[src/rtl/mscc_pkg.sv]
// Shared constants and codes for the motion sensor curve mapper.
package mscc_pkg;

   // Default sizing of the mapper
   localparam int SAMPLE_BITS_DEF   = 16;
   localparam int LOG_ENTRIES_DEF   = 1024;
   localparam int FRACTION_BITS_DEF = 16;

   // Channel payload widths
   localparam int OP_BITS        = 2;
   localparam int CC_BITS        = 7;
   localparam int CSR_INDEX_BITS = 1;
   localparam int CSR_DATA_BITS  = 8;

   // Operation codes of a request
   localparam logic [OP_BITS-1:0] OP_SAMPLE  = 2'd0;
   localparam logic [OP_BITS-1:0] OP_CAPTURE = 2'd1;
   localparam logic [OP_BITS-1:0] OP_CLEAR   = 2'd2;

   // Register indexes of the CSR channel
   localparam logic [CSR_INDEX_BITS-1:0] REG_ACCEL_MODE  = 1'd0;
   localparam logic [CSR_INDEX_BITS-1:0] REG_CURVE_SHAPE = 1'd1;

   // Curve codes; unlisted codes map linearly
   localparam logic [2:0] CURVE_LINEAR     = 3'd0;
   localparam logic [2:0] CURVE_LOG        = 3'd1;
   localparam logic [2:0] CURVE_SQUARE     = 3'd2;
   localparam logic [2:0] CURVE_LOG_SQUARE = 3'd3;
   localparam logic [2:0] CURVE_SQUARE_LOG = 3'd4;

   // Log generator: (e-1) in Q32 without its integer one, ln2 in Q32, 1.0 in Q30
   localparam logic [31:0] E_MINUS_ONE_FRAC = 32'hB7E1_5163;
   localparam logic [31:0] LN_TWO_Q32       = 32'hB172_17F8;
   localparam logic [31:0] LOG_ONE_Q30      = 32'h4000_0000;
   localparam int          LOG_STEPS        = 30;

   // Output scaling
   localparam logic [CC_BITS-1:0] SCALE_FULL    = 7'd127;
   localparam logic [CC_BITS-1:0] SCALE_HALF_LO = 7'd64;
   localparam logic [CC_BITS-1:0] SCALE_HALF_HI = 7'd63;
   localparam logic [CC_BITS:0]   CC_CENTRE     = 8'd64;
   localparam logic [CC_BITS-1:0] CC_MAX        = 7'd127;

endpackage

[src/rtl/mscc_if.sv]
// Valid/ready channel interfaces of the motion sensor curve mapper.
interface mscc_req_if #(
   parameter int SAMPLE_BITS = mscc_pkg::SAMPLE_BITS_DEF
);
   logic                                 valid;
   logic                                 ready;
   logic [mscc_pkg::OP_BITS-1:0]         operation;
   logic signed [SAMPLE_BITS-1:0]        sample;

   modport source (output valid, output operation, output sample, input ready);
   modport sink   (input valid, input operation, input sample, output ready);
endinterface

interface mscc_rsp_if;
   logic                                 valid;
   logic                                 ready;
   logic [mscc_pkg::CC_BITS-1:0]         cc_value;

   modport source (output valid, output cc_value, input ready);
   modport sink   (input valid, input cc_value, output ready);
endinterface

interface mscc_csr_if;
   logic                                 valid;
   logic                                 ready;
   logic [mscc_pkg::CSR_INDEX_BITS-1:0]  index;
   logic [mscc_pkg::CSR_DATA_BITS-1:0]   data;

   modport source (output valid, output index, output data, input ready);
   modport sink   (input valid, input index, input data, output ready);
endinterface

[src/rtl/mscc_recentre.sv]
// Iterative restoring divider that re-centres an accelerometer sample on its zero offset.
module mscc_recentre #(
   parameter int SAMPLE_BITS = mscc_pkg::SAMPLE_BITS_DEF
) (
   input  logic                          clock,
   input  logic                          reset,
   input  logic                          start,
   input  logic signed [SAMPLE_BITS-1:0] sample,
   input  logic signed [SAMPLE_BITS-2:0] offset,
   output logic                          done,
   output logic signed [SAMPLE_BITS-1:0] result
);

   localparam int SB       = SAMPLE_BITS;
   localparam int WB       = SB + 1;
   localparam int DEN_BITS = SB - 2;
   localparam int CNT_BITS = $clog2(SB + 1);
   localparam int ONE_G    = 1 << (SB - 3);
   localparam logic signed [WB-1:0] G_EXT = WB'(ONE_G);

   // Clamp a quotient to the sample range and apply the sign
   function automatic logic signed [SB-1:0] saturate(input logic pos, input logic [SB-1:0] q);
      logic [SB-1:0] mag;
      if (pos) begin
         mag = q[SB-1] ? {1'b0, {(SB-1){1'b1}}} : q;
      end else begin
         mag = (q[SB-1] && (|q[SB-2:0])) ? {1'b1, {(SB-1){1'b0}}} : q;
      end
      return pos ? $signed(mag) : $signed(-mag);
   endfunction

   logic signed [WB-1:0] s_ext, o_ext, diff, den_full;
   logic                 ge, ovf;
   logic [SB-1:0]        mag;
   logic [DEN_BITS-1:0]  den;

   logic                 busy_ff, busy_in;
   logic                 done_ff, done_in;
   logic                 ge_ff, ge_in;
   logic [DEN_BITS-1:0]  den_ff, den_in;
   logic [DEN_BITS-1:0]  rem_ff, rem_in;
   logic [SB-1:0]        nbits_ff, nbits_in;
   logic [SB-1:0]        q_ff, q_in;
   logic [CNT_BITS-1:0]  cnt_ff, cnt_in;
   logic signed [SB-1:0] result_ff, result_in;

   logic [DEN_BITS:0]    rem_sh, rem_sub;
   logic                 fits;
   logic [SB-1:0]        q_step;

   // Split into magnitude and divisor by the side of the offset
   always_comb begin
      s_ext    = {sample[SB-1], sample};
      o_ext    = {{2{offset[SB-2]}}, offset};
      ge       = (s_ext >= o_ext);
      diff     = ge ? (s_ext - o_ext) : (o_ext - s_ext);
      mag      = diff[SB-1:0];
      den_full = ge ? (G_EXT - o_ext) : (G_EXT + o_ext);
      den      = den_full[DEN_BITS-1:0];
      // quotient reaches 2^SB exactly when mag >= 8 * den
      ovf      = ({1'b0, mag} >= {den, 3'b000});
   end

   // One quotient bit per cycle
   always_comb begin
      rem_sh  = {rem_ff, nbits_ff[SB-1]};
      fits    = (rem_sh >= {1'b0, den_ff});
      rem_sub = rem_sh - {1'b0, den_ff};
      q_step  = {q_ff[SB-2:0], fits};

      busy_in   = busy_ff;
      done_in   = 1'b0;
      ge_in     = ge_ff;
      den_in    = den_ff;
      rem_in    = rem_ff;
      nbits_in  = nbits_ff;
      q_in      = q_ff;
      cnt_in    = cnt_ff;
      result_in = result_ff;

      if (start) begin
         ge_in  = ge;
         den_in = den;
         if (ovf) begin
            result_in = saturate(ge, '1);
            done_in   = 1'b1;
         end else begin
            busy_in  = 1'b1;
            rem_in   = DEN_BITS'(mag[SB-1:3]);
            nbits_in = {mag[2:0], {(SB-3){1'b0}}};
            q_in     = '0;
            cnt_in   = CNT_BITS'(SB);
         end
      end else if (busy_ff) begin
         rem_in   = fits ? rem_sub[DEN_BITS-1:0] : rem_sh[DEN_BITS-1:0];
         nbits_in = nbits_ff << 1;
         q_in     = q_step;
         cnt_in   = cnt_ff - 1'b1;
         if (cnt_ff == CNT_BITS'(1)) begin
            busy_in   = 1'b0;
            done_in   = 1'b1;
            result_in = saturate(ge_ff, q_step);
         end
      end
   end

   // Control state
   always_ff @(posedge clock) begin
      if (reset) begin
         busy_ff <= 1'b0;
         done_ff <= 1'b0;
      end else begin
         busy_ff <= busy_in;
         done_ff <= done_in;
      end
   end

   // Working registers
   always_ff @(posedge clock) begin
      ge_ff     <= ge_in;
      den_ff    <= den_in;
      rem_ff    <= rem_in;
      nbits_ff  <= nbits_in;
      q_ff      <= q_in;
      cnt_ff    <= cnt_in;
      result_ff <= result_in;
   end

   assign done   = done_ff;
   assign result = result_ff;

endmodule

[src/rtl/motion_sensor_curve_to_cc_core.sv]
// Motion sensor curve mapper top level: sequencer around one shared 32x32 multiplier.
// Sample path: shape step then final scaling for linear and square curves; log curves
// add a seed step, 30 squaring steps of the shared multiplier and an ln2 step, and in
// accelerometer mode the re-centring divider runs first (it may saturate early).
// Requests are taken only while idle, one sample at a time; capture and clear stay idle.
// Synchronous active-high reset clears config, last reading, zero offset and handshakes.
module motion_sensor_curve_to_cc_core #(
   parameter int SAMPLE_BITS       = mscc_pkg::SAMPLE_BITS_DEF,
   parameter int LOG_TABLE_ENTRIES = mscc_pkg::LOG_ENTRIES_DEF,
   parameter int FRACTION_BITS     = mscc_pkg::FRACTION_BITS_DEF
) (
   input  logic        clock,
   input  logic        reset,
   mscc_req_if.sink    req_bus,
   mscc_rsp_if.source  rsp_bus,
   mscc_csr_if.sink    csr_bus
);

   localparam int SB      = SAMPLE_BITS;
   localparam int FB      = FRACTION_BITS;
   // table size must be a power of two; the block does not check it
   localparam int LOGN    = $clog2(LOG_TABLE_ENTRIES);
   localparam int ONE_G   = 1 << (SB - 3);
   localparam int LCNT_W  = $clog2(mscc_pkg::LOG_STEPS);
   localparam int CCB     = mscc_pkg::CC_BITS;
   localparam int SH_LIN_N   = SB;
   localparam int SH_SQ_N    = 2 * SB;
   localparam int SH_SPLIT_N = 2 * SB - 2;
   localparam logic signed [SB-1:0] OFS_MAX = SB'(ONE_G - 1);
   localparam logic signed [SB-1:0] OFS_MIN = SB'(1 - ONE_G);
   localparam logic [63:0]          LOG_RND = 64'd1 << (61 - FB);

   // Sequencer states
   localparam logic [2:0] S_IDLE  = 3'd0;
   localparam logic [2:0] S_DIV   = 3'd1;
   localparam logic [2:0] S_SHAPE = 3'd2;
   localparam logic [2:0] S_LOGX  = 3'd3;
   localparam logic [2:0] S_LOGSQ = 3'd4;
   localparam logic [2:0] S_LOGLN = 3'd5;
   localparam logic [2:0] S_MUL2  = 3'd6;
   localparam logic [2:0] S_DONE  = 3'd7;

   // Final shift selection
   localparam logic [1:0] SH_LIN   = 2'd0;
   localparam logic [1:0] SH_SQ    = 2'd1;
   localparam logic [1:0] SH_SPLIT = 2'd2;
   localparam logic [1:0] SH_LOG   = 2'd3;

   logic                      accel_mode_ff, accel_mode_in;
   logic [2:0]                curve_shape_ff, curve_shape_in;
   logic signed [SB-1:0]      last_reading_ff, last_reading_in;
   logic signed [SB-2:0]      zero_offset_ff, zero_offset_in;
   logic [2:0]                state_ff, state_in;
   logic                      rsp_valid_ff, rsp_valid_in;
   logic [CCB-1:0]            rsp_cc_ff, rsp_cc_in;

   logic signed [SB-1:0]      v_ff, v_in;
   logic [31:0]               t_ff, t_in;
   logic [31:0]               opb_ff, opb_in;
   logic [LOGN-1:0]           idx_ff, idx_in;
   logic [30:0]               x_ff, x_in;
   logic [30:0]               lg_ff, lg_in;
   logic [LCNT_W-1:0]         cnt_ff, cnt_in;
   logic [1:0]                sh_ff, sh_in;
   logic                      base_ff, base_in;
   logic [CCB-1:0]            cc_ff, cc_in;

   logic                      req_fire, out_free, div_start, div_done;
   logic signed [SB-1:0]      sample_in, div_result, ofs_sel;
   logic [SB-1:0]             w, h;
   logic                      neg;
   logic [SB+LOGN-1:0]        w_wide, h_wide, idx_full_w, idx_half_w, idx_half_h;

   logic                      shape_log, shape_mul, shape_base;
   logic [SB-1:0]             shape_a, shape_b2;
   logic [CCB-1:0]            shape_k;
   logic [1:0]                shape_sh;
   logic [LOGN-1:0]           shape_idx;

   logic [31:0]               mul_a, mul_b;
   logic [63:0]               prod, ei, rnd, shifted;
   logic [31:0]               x0, y;
   logic                      mul_over;
   logic [CCB:0]              mul_sum;
   logic [CCB-1:0]            mul_cc;

   assign sample_in = req_bus.sample;
   assign req_fire  = req_bus.valid && req_bus.ready;
   assign out_free  = !rsp_valid_ff || rsp_bus.ready;
   assign div_start = req_fire && (req_bus.operation == mscc_pkg::OP_SAMPLE) && accel_mode_ff;

   // Offset re-centring divider
   mscc_recentre #(
      .SAMPLE_BITS (SAMPLE_BITS)
   ) u_recentre (
      .clock  (clock),
      .reset  (reset),
      .start  (div_start),
      .sample (sample_in),
      .offset (zero_offset_ff),
      .done   (div_done),
      .result (div_result)
   );

   // Curve-domain views of the value: offset binary and magnitude
   always_comb begin
      w          = {~v_ff[SB-1], v_ff[SB-2:0]};
      h          = v_ff;
      neg        = v_ff[SB-1];
      w_wide     = {w, {LOGN{1'b0}}};
      h_wide     = {h, {LOGN{1'b0}}};
      idx_full_w = w_wide >> SB;
      idx_half_w = w_wide >> (SB - 1);
      idx_half_h = h_wide >> (SB - 1);
   end

   // Decode curve path for the current value
   always_comb begin
      shape_log  = 1'b0;
      shape_mul  = 1'b0;
      shape_base = 1'b0;
      shape_a    = w;
      shape_b2   = w;
      shape_k    = mscc_pkg::SCALE_FULL;
      shape_sh   = SH_LIN;
      shape_idx  = idx_full_w[LOGN-1:0];
      unique case (curve_shape_ff)
         mscc_pkg::CURVE_LOG: begin
            shape_log = 1'b1;
         end
         mscc_pkg::CURVE_SQUARE: begin
            shape_mul = 1'b1;
            shape_sh  = SH_SQ;
         end
         mscc_pkg::CURVE_LOG_SQUARE: begin
            if (neg) begin
               shape_log = 1'b1;
               shape_k   = mscc_pkg::SCALE_HALF_LO;
               shape_idx = idx_half_w[LOGN-1:0];
            end else begin
               shape_mul  = 1'b1;
               shape_a    = h;
               shape_b2   = h;
               shape_k    = mscc_pkg::SCALE_HALF_HI;
               shape_sh   = SH_SPLIT;
               shape_base = 1'b1;
            end
         end
         mscc_pkg::CURVE_SQUARE_LOG: begin
            if (neg) begin
               shape_mul = 1'b1;
               shape_k   = mscc_pkg::SCALE_HALF_LO;
               shape_sh  = SH_SPLIT;
            end else begin
               shape_log  = 1'b1;
               shape_k    = mscc_pkg::SCALE_HALF_HI;
               shape_idx  = idx_half_h[LOGN-1:0];
               shape_base = 1'b1;
            end
         end
         default: begin
            // linear, also for unused codes
         end
      endcase
      if (shape_log) begin
         shape_sh = SH_LOG;
      end
   end

   // Shared multiplier operand select
   always_comb begin
      mul_a = t_ff;
      mul_b = opb_ff;
      unique case (state_ff)
         S_SHAPE: begin
            mul_a = 32'(shape_a);
            mul_b = 32'(shape_k);
         end
         S_LOGX: begin
            mul_a = mscc_pkg::E_MINUS_ONE_FRAC;
            mul_b = 32'(idx_ff);
         end
         S_LOGSQ: begin
            mul_a = 32'(x_ff);
            mul_b = 32'(x_ff);
         end
         S_LOGLN: begin
            mul_a = 32'(lg_ff);
            mul_b = mscc_pkg::LN_TWO_Q32;
         end
         default: begin
            // final scaling product
         end
      endcase
   end

   assign prod = {32'h0, mul_a} * {32'h0, mul_b};

   // Log seed, squaring step and rounding around the shared product
   always_comb begin
      ei  = prod + {{(32 - LOGN){1'b0}}, idx_ff, 32'h0};
      x0  = 32'(ei >> (LOGN + 2)) + mscc_pkg::LOG_ONE_Q30;
      y   = prod[61:30];
      rnd = prod + LOG_RND;
   end

   // Final shift, centre offset and clamp
   always_comb begin
      unique case (sh_ff)
         SH_LIN:   shifted = prod >> SH_LIN_N;
         SH_SQ:    shifted = prod >> SH_SQ_N;
         SH_SPLIT: shifted = prod >> SH_SPLIT_N;
         default:  shifted = prod >> FB;
      endcase
      mul_over = |shifted[63:CCB];
      mul_sum  = {1'b0, shifted[CCB-1:0]} + (base_ff ? mscc_pkg::CC_CENTRE : '0);
      mul_cc   = (mul_over || mul_sum[CCB]) ? mscc_pkg::CC_MAX : mul_sum[CCB-1:0];
   end

   // Clamp last reading into the offset range
   always_comb begin
      priority if (last_reading_ff > OFS_MAX) begin
         ofs_sel = OFS_MAX;
      end else if (last_reading_ff < OFS_MIN) begin
         ofs_sel = OFS_MIN;
      end else begin
         ofs_sel = last_reading_ff;
      end
   end

   // Sequencer and register updates
   always_comb begin
      accel_mode_in   = accel_mode_ff;
      curve_shape_in  = curve_shape_ff;
      last_reading_in = last_reading_ff;
      zero_offset_in  = zero_offset_ff;
      state_in        = state_ff;
      v_in            = v_ff;
      t_in            = t_ff;
      opb_in          = opb_ff;
      idx_in          = idx_ff;
      x_in            = x_ff;
      lg_in           = lg_ff;
      cnt_in          = cnt_ff;
      sh_in           = sh_ff;
      base_in         = base_ff;
      cc_in           = cc_ff;

      // take register writes on any cycle
      if (csr_bus.valid && csr_bus.ready) begin
         if (csr_bus.index == mscc_pkg::REG_ACCEL_MODE) begin
            accel_mode_in = csr_bus.data[0];
         end else if (csr_bus.index == mscc_pkg::REG_CURVE_SHAPE) begin
            curve_shape_in = csr_bus.data[2:0];
         end
      end

      unique case (state_ff)
         S_IDLE: begin
            if (req_fire) begin
               unique case (req_bus.operation)
                  mscc_pkg::OP_SAMPLE: begin
                     last_reading_in = sample_in;
                     v_in            = sample_in;
                     state_in        = accel_mode_ff ? S_DIV : S_SHAPE;
                  end
                  mscc_pkg::OP_CAPTURE: begin
                     if (accel_mode_ff) begin
                        zero_offset_in = (SB - 1)'(ofs_sel);
                     end
                  end
                  mscc_pkg::OP_CLEAR: begin
                     zero_offset_in = '0;
                  end
                  default: begin
                     // unused code: drop
                  end
               endcase
            end
         end
         S_DIV: begin
            if (div_done) begin
               v_in     = div_result;
               state_in = S_SHAPE;
            end
         end
         S_SHAPE: begin
            sh_in   = shape_sh;
            base_in = shape_base;
            if (shape_log) begin
               idx_in   = shape_idx;
               opb_in   = 32'(shape_k);
               state_in = S_LOGX;
            end else if (shape_mul) begin
               t_in     = prod[31:0];
               opb_in   = 32'(shape_b2);
               state_in = S_MUL2;
            end else begin
               t_in     = 32'(w);
               opb_in   = 32'(mscc_pkg::SCALE_FULL);
               state_in = S_MUL2;
            end
         end
         S_LOGX: begin
            if (x0[31]) begin
               x_in  = x0[31:1];
               lg_in = 31'd1;
            end else begin
               x_in  = x0[30:0];
               lg_in = 31'd0;
            end
            cnt_in   = LCNT_W'(mscc_pkg::LOG_STEPS - 1);
            state_in = S_LOGSQ;
         end
         S_LOGSQ: begin
            // square, renormalize, shift in one log2 bit
            if (y[31]) begin
               x_in  = y[31:1];
               lg_in = {lg_ff[29:0], 1'b1};
            end else begin
               x_in  = y[30:0];
               lg_in = {lg_ff[29:0], 1'b0};
            end
            if (cnt_ff == '0) begin
               state_in = S_LOGLN;
            end else begin
               cnt_in = cnt_ff - 1'b1;
            end
         end
         S_LOGLN: begin
            t_in     = 32'(rnd >> (62 - FB));
            state_in = S_MUL2;
         end
         S_MUL2: begin
            cc_in    = mul_cc;
            state_in = S_DONE;
         end
         default: begin
            // hold the result until the output register frees up
            if (out_free) begin
               state_in = S_IDLE;
            end
         end
      endcase
   end

   // Output register
   always_comb begin
      rsp_valid_in = rsp_valid_ff && !rsp_bus.ready;
      rsp_cc_in    = rsp_cc_ff;
      if (state_ff == S_DONE && out_free) begin
         rsp_valid_in = 1'b1;
         rsp_cc_in    = cc_ff;
      end
   end

   // Control and architectural state
   always_ff @(posedge clock) begin
      if (reset) begin
         accel_mode_ff   <= 1'b0;
         curve_shape_ff  <= mscc_pkg::CURVE_LINEAR;
         last_reading_ff <= '0;
         zero_offset_ff  <= '0;
         state_ff        <= S_IDLE;
         rsp_valid_ff    <= 1'b0;
      end else begin
         accel_mode_ff   <= accel_mode_in;
         curve_shape_ff  <= curve_shape_in;
         last_reading_ff <= last_reading_in;
         zero_offset_ff  <= zero_offset_in;
         state_ff        <= state_in;
         rsp_valid_ff    <= rsp_valid_in;
      end
   end

   // Datapath registers
   always_ff @(posedge clock) begin
      v_ff      <= v_in;
      t_ff      <= t_in;
      opb_ff    <= opb_in;
      idx_ff    <= idx_in;
      x_ff      <= x_in;
      lg_ff     <= lg_in;
      cnt_ff    <= cnt_in;
      sh_ff     <= sh_in;
      base_ff   <= base_in;
      cc_ff     <= cc_in;
      rsp_cc_ff <= rsp_cc_in;
   end

   assign req_bus.ready    = (state_ff == S_IDLE);
   assign csr_bus.ready    = 1'b1;
   assign rsp_bus.valid    = rsp_valid_ff;
   assign rsp_bus.cc_value = rsp_cc_ff;

   // A new result appears only from the completion state
   a_rsp_from_done: assert property (@(posedge clock) disable iff (reset)
      $rose(rsp_valid_ff) |-> $past(state_ff) == S_DONE)
      else $error("result raised outside completion state");

   // The log scaling starts only after the last squaring step
   a_log_steps: assert property (@(posedge clock) disable iff (reset)
      (state_ff == S_LOGLN) |-> ($past(state_ff) == S_LOGSQ && $past(cnt_ff) == '0))
      else $error("log generator left squaring early");

   // Zero offset stays inside one g
   a_offset_range: assert property (@(posedge clock) disable iff (reset)
      (zero_offset_ff <= OFS_MAX) && (zero_offset_ff >= OFS_MIN))
      else $error("zero offset out of range");

   // Divider finishes only while the sequencer waits for it
   a_div_owner: assert property (@(posedge clock) disable iff (reset)
      div_done |-> state_ff == S_DIV)
      else $error("divider finished while not awaited");

endmodule

[src/flat_wrapper.sv]
// flat-port wrapper written by rule: the top's interface ports become plain ports
module motion_sensor_curve_to_cc_core_flat 
#(
   parameter int SAMPLE_BITS       = mscc_pkg::SAMPLE_BITS_DEF,
   parameter int LOG_TABLE_ENTRIES = mscc_pkg::LOG_ENTRIES_DEF,
   parameter int FRACTION_BITS     = mscc_pkg::FRACTION_BITS_DEF
)
  (clock, reset, req_bus_valid, req_bus_operation, req_bus_sample, req_bus_ready, rsp_bus_valid, rsp_bus_cc_value, rsp_bus_ready, csr_bus_valid, csr_bus_index, csr_bus_data, csr_bus_ready);
  mscc_req_if #(.SAMPLE_BITS(SAMPLE_BITS)) req_bus_i ();
  mscc_rsp_if rsp_bus_i ();
  mscc_csr_if csr_bus_i ();
  input  logic clock;
  input  logic reset;
  input wire logic [$bits(req_bus_i.valid)-1:0] req_bus_valid;
  input wire logic [$bits(req_bus_i.operation)-1:0] req_bus_operation;
  input wire logic [$bits(req_bus_i.sample)-1:0] req_bus_sample;
  output wire logic [$bits(req_bus_i.ready)-1:0] req_bus_ready;
  output wire logic [$bits(rsp_bus_i.valid)-1:0] rsp_bus_valid;
  output wire logic [$bits(rsp_bus_i.cc_value)-1:0] rsp_bus_cc_value;
  input wire logic [$bits(rsp_bus_i.ready)-1:0] rsp_bus_ready;
  input wire logic [$bits(csr_bus_i.valid)-1:0] csr_bus_valid;
  input wire logic [$bits(csr_bus_i.index)-1:0] csr_bus_index;
  input wire logic [$bits(csr_bus_i.data)-1:0] csr_bus_data;
  output wire logic [$bits(csr_bus_i.ready)-1:0] csr_bus_ready;
  assign req_bus_i.valid = req_bus_valid;
  assign req_bus_i.operation = req_bus_operation;
  assign req_bus_i.sample = req_bus_sample;
  assign req_bus_ready = req_bus_i.ready;
  assign rsp_bus_valid = rsp_bus_i.valid;
  assign rsp_bus_cc_value = rsp_bus_i.cc_value;
  assign rsp_bus_i.ready = rsp_bus_ready;
  assign csr_bus_i.valid = csr_bus_valid;
  assign csr_bus_i.index = csr_bus_index;
  assign csr_bus_i.data = csr_bus_data;
  assign csr_bus_ready = csr_bus_i.ready;
  motion_sensor_curve_to_cc_core #(.SAMPLE_BITS(SAMPLE_BITS), .LOG_TABLE_ENTRIES(LOG_TABLE_ENTRIES), .FRACTION_BITS(FRACTION_BITS)) u_core (.clock(clock), .reset(reset), .req_bus(req_bus_i), .rsp_bus(rsp_bus_i), .csr_bus(csr_bus_i));
endmodule
[config.mk]
export PLATFORM = sky130hd
export DESIGN_NAME = motion_sensor_curve_to_cc_core_flat
export DESIGN_NICKNAME = d
export VERILOG_FILES = /design/src/rtl/mscc_pkg.sv /design/src/rtl/mscc_if.sv /design/src/rtl/mscc_recentre.sv /design/src/rtl/motion_sensor_curve_to_cc_core.sv /design/src/flat_wrapper.sv
export SDC_FILE = /design/constraint.sdc
export NUM_CORES = 2
export LEC_CHECK = 0
export BUFFER_PORTS_ARGS = -buffer_cell sky130_fd_sc_hd__buf_2
export CAP_MARGIN = 20
export CORE_MARGIN = 2
export CORE_UTILIZATION = 51
export CTS_BUF_LIST = sky130_fd_sc_hd__clkbuf_4 sky130_fd_sc_hd__clkbuf_8
export CTS_CLUSTER_DIAMETER = 150
export DETAILED_ROUTE_END_ITERATION = 16
export PLACE_DENSITY = 0.68
export REMOVE_ABC_BUFFERS = 1
export SLEW_MARGIN = 25
export SYNTH_ARGS = -nofsm -noshare
export SYNTH_HDL_FRONTEND = slang
export SYNTH_HIERARCHICAL = 1
export SYNTH_SLANG_ARGS = --single-unit
[constraint.sdc]
create_clock -name clock -period 13.3 [get_ports clock]
set_input_delay 1.33 -clock clock [delete_from_list [all_inputs] [get_ports clock]]
set_output_delay 1.33 -clock clock [all_outputs]
set_load 0.01 [all_outputs]
==> impl_metrics.csv <==
group,metric,value,unit
grt,grt_overflow,0,
timing,period_needed,12780,ps
timing,max_freq,78.2,MHz
cells_and_area,fin_util,55.0,%
cells_and_area,syn_to_final_growth,6.98,%
grt,grt_max_degree,63,
route,drc,0,
clock_network,ctsHtreeMaxLevel,2,
synthesis,synth_top_area_cell,"fa_1",
synthesis,synth_area_per_cell,8.69,um2
cells_and_area,stdcell_count,7169,
floorplan,die-area,102000,um2
placement,hpwl,153,mm
run,drv_cap,0,
grt,antenna_found_initial,5,
min_path,hold_path.class,"reg2reg",
clock_network,insertion_delay,630,ps
critical_path,crit_arrival,13090,ps
synthesis,synthArstFlopShare,0,%
critical_path,critPathCaptureType,"flip-flop",
route,vias,43027,
status,status,"finished clean",
critical_path,reg2regPathDepth,42,
cells_and_area,final_cell_area,54000,um2
cells_and_area,nFillCells,9158,
clock_network,tritoncts,"done",
placement,placed_area,53000,um2
synthesis,yosysSeqAreaShare,15.1,%
synthesis,ys_types,98,
synthesis,synth_flop_cell,"edfxtp_1",
grt,track_usage,37.2,%
clock_network,clkTransAtPathRegs,60,ps
floorplan,coreArea,98300,um2
cells_and_area,nets,7118,
synthesis,ys_ff_latch,267,
timing,min_period_over_period,96.1,%
grt,grt_pass1_wl,281,mm
critical_path,crit_required,13600,ps
timing,hold_ws,422,ps
placement,port-buffer-count,35,
critical_path,max_stage_delay,590,ps
floorplan,start_util,51.4,%
floorplan,die_x,319,um
synthesis,synth_cells,5817,
synthesis,synth_top_area_share,35.7,%
clock_network,clk_path_buf_depth,3,
route,drt-vias-per-instance,6.00,
floorplan,rows,115,
timing,tightest_slew,1080,ps
timing,relSlewSlack,27.4,%
critical_path,critPathMaxFanout,20,
critical_path,critical_path_class,"reg2reg",
critical_path,timing.rr.end,"u_core/x_ff[15]$_DFFE_PP_",
timing,grt_setup_unrepaired,"no",
cells_and_area,drive_gt1_share,7.54,%
clock_network,cts_root_buf,"clkbuf_8",
grt,grt_pass1_vias,43581,
critical_path,startpoint_type,"flip-flop",
critical_path,crit_path_end,"u_core/x_ff[15]$_DFFE_PP_",
synthesis,synth_common_cells,"1,019 x inv_1, 900 x fa_1, 821 x nand2_1, 708 x nor2_1, 342 x ha_1",
synthesis,synth.most_common_cell,"inv_1",
timing,final_hold_viol_count,0,
critical_path,crit_top_cell,"fa_1",
floorplan,ios,42,
placement,place_inst,7079,
critical_path,crit_start,"u_core/state_ff[0]$_SDFFE_PP0P_",
route,drtIter0Drc,4615,
route,totalWireLength,187,mm
timing,skew,65.2,ps
route,ant_nets,0,
floorplan,fp.dieH,319,um
critical_path,crit_slowest_cell,"fa_1",
clock_network,cts.sinks,267,
route,drtPass1Iterations,5,
clock_network,cts_hold_buf,0,
critical_path,rrSetupSlack,520,ps
synthesis,synthTopCellsByArea,"fa_1 36%, edfxtp_1 13%, ha_1 8.5%",
timing,slew_violations,0,
route,wl_per_cell,26.0,um
clock_network,cts_buffers,45,
synthesis,ys_warn_count,6,
critical_path,worstReg2RegStart,"u_core/state_ff[0]$_SDFFE_PP0P_",
timing,setup_viol,0,
synthesis,synth_area,50500,um2
placement,gp_congestion,1.05,
synthesis,synth-edff-count,226,
[registers in the layout (all words and copies together) (netlist names), 5 cells and up]
| signal | cells |
|---|---|
| u_core/u_recentre/rem_ff | 14 |
| u_core/u_recentre/cnt_ff | 5 |
| u_core/u_recentre/den_ff | 14 |
| u_core/cc_ff | 7 |
| u_core/t_ff | 32 |
| u_core/last_reading_ff | 16 |
| u_core/cnt_ff | 5 |
| u_core/idx_ff | 10 |
| u_core/zero_offset_ff | 15 |
| u_core/lg_ff | 31 |
| u_core/u_recentre/result | 16 |
| u_core/h | 16 |
| u_core/u_recentre/q_ff | 15 |
| u_core/rsp_bus.cc_value | 7 |
| u_core/opb_ff | 16 |
| u_core/x_ff | 31 |
[logic make-up (layout without fill, tap and decap cells)]
family	after synthesis	count (layout)	share of synthesized area, %
AO/OA/AOI/OAI	874	874	11.1
flip-flops	267	267	15.1
AND/OR/NAND/NOR	1936	1937	16.5
buffers and inverters	1316	1362	9.93
other	2	20	0.0149
XOR/XNOR	119	119	2.06
adder cells (fa/ha/maj)	1242	1242	44.1
multiplexers	61	61	1.29
[stage by stage]
stage	worst slack, ps	setup TNS (ps)
5_1_grt	16.5	0
2_1_floorplan	-3250	-119340
6_report	517	0
4_1_cts	492	0
3_3_place_gp	617	0
3_5_place_dp	542	0
[how the worst min path moves through the flow]
stage / from / end / slack [ps] / depth (start not counted)
6_report: u_core/cc_ff[6]$_SDFFCE_PP1P_ / u_core/rsp_bus.cc_value[6]$_DFFE_PP_ / 420 / 0
5_1_grt: u_core/cc_ff[6]$_SDFFCE_PP1P_ / u_core/rsp_bus.cc_value[6]$_DFFE_PP_ / 440 / 0
4_1_cts: u_core/cc_ff[6]$_SDFFCE_PP1P_ / u_core/rsp_bus.cc_value[6]$_DFFE_PP_ / 430 / 0
3_5_place_dp: u_core/cc_ff[1]$_SDFFCE_PP1P_ / u_core/rsp_bus.cc_value[1]$_DFFE_PP_ / 410 / 0
3_3_place_gp: u_core/cc_ff[6]$_SDFFCE_PP1P_ / u_core/rsp_bus.cc_value[6]$_DFFE_PP_ / 410 / 0
2_1_floorplan: u_core/cc_ff[0]$_SDFFCE_PP1P_ / u_core/rsp_bus.cc_value[0]$_DFFE_PP_ / 400 / 0
[routing by layer]
metal	part of all wire (%)	GRT usage, %
met4	5.5	16.9
met2	42	54.8
met3	13	11.5
met1	39	50.5
met5	0.021	0
[area by class of cell]
class | instances | area (um2) | share of cell area, %
antenna | 3 | 7.51 | 0.0139
clock buffer | 67 | 828 | 1.53
clock inverter | 15 | 134 | 0.248
inverter | 1025 | 3850 | 7.12
multi-input combinational | 4250 | 38100 | 70.6
sequential | 267 | 7610 | 14.1
tap | 1287 | 1610 | 2.98
timing repair buffer | 255 | 1860 | 3.45
[worst max-delay path, delay by kind of cell (launching register included)]
family	cells	cell delay [ps]
adders and majority gates	11	5200
AOI/OAI and AO/OA	14	3430
buffers and inverters	10	1980
and+or+nand+nor	5	960
DFF	1	520
xor gates and xnor gates	2	410
[timing repair]
item / CTS / global route
endpoints found under the setup margin: 0 / 31
buffers inserted: 0 / 4
resized for setup: 0 / 16
[layout by cell type (no fill, tap or decap), types with 74 or more instances in the layout]
| cell | instances |
|---|---|
| nand2_1 | 818 |
| fa_1 | 900 |
| o21ai_0 | 153 |
| nor2_1 | 704 |
| buf_4 | 217 |
| ha_1 | 342 |
| inv_1 | 1019 |
| edfxtp_1 | 226 |
| xnor2_1 | 74 |
| a21oi_1 | 273 |
Power is left out: the tool's default activity adds up to more than one toggle a clock period on the data nets, which glitch-free logic cannot reach.
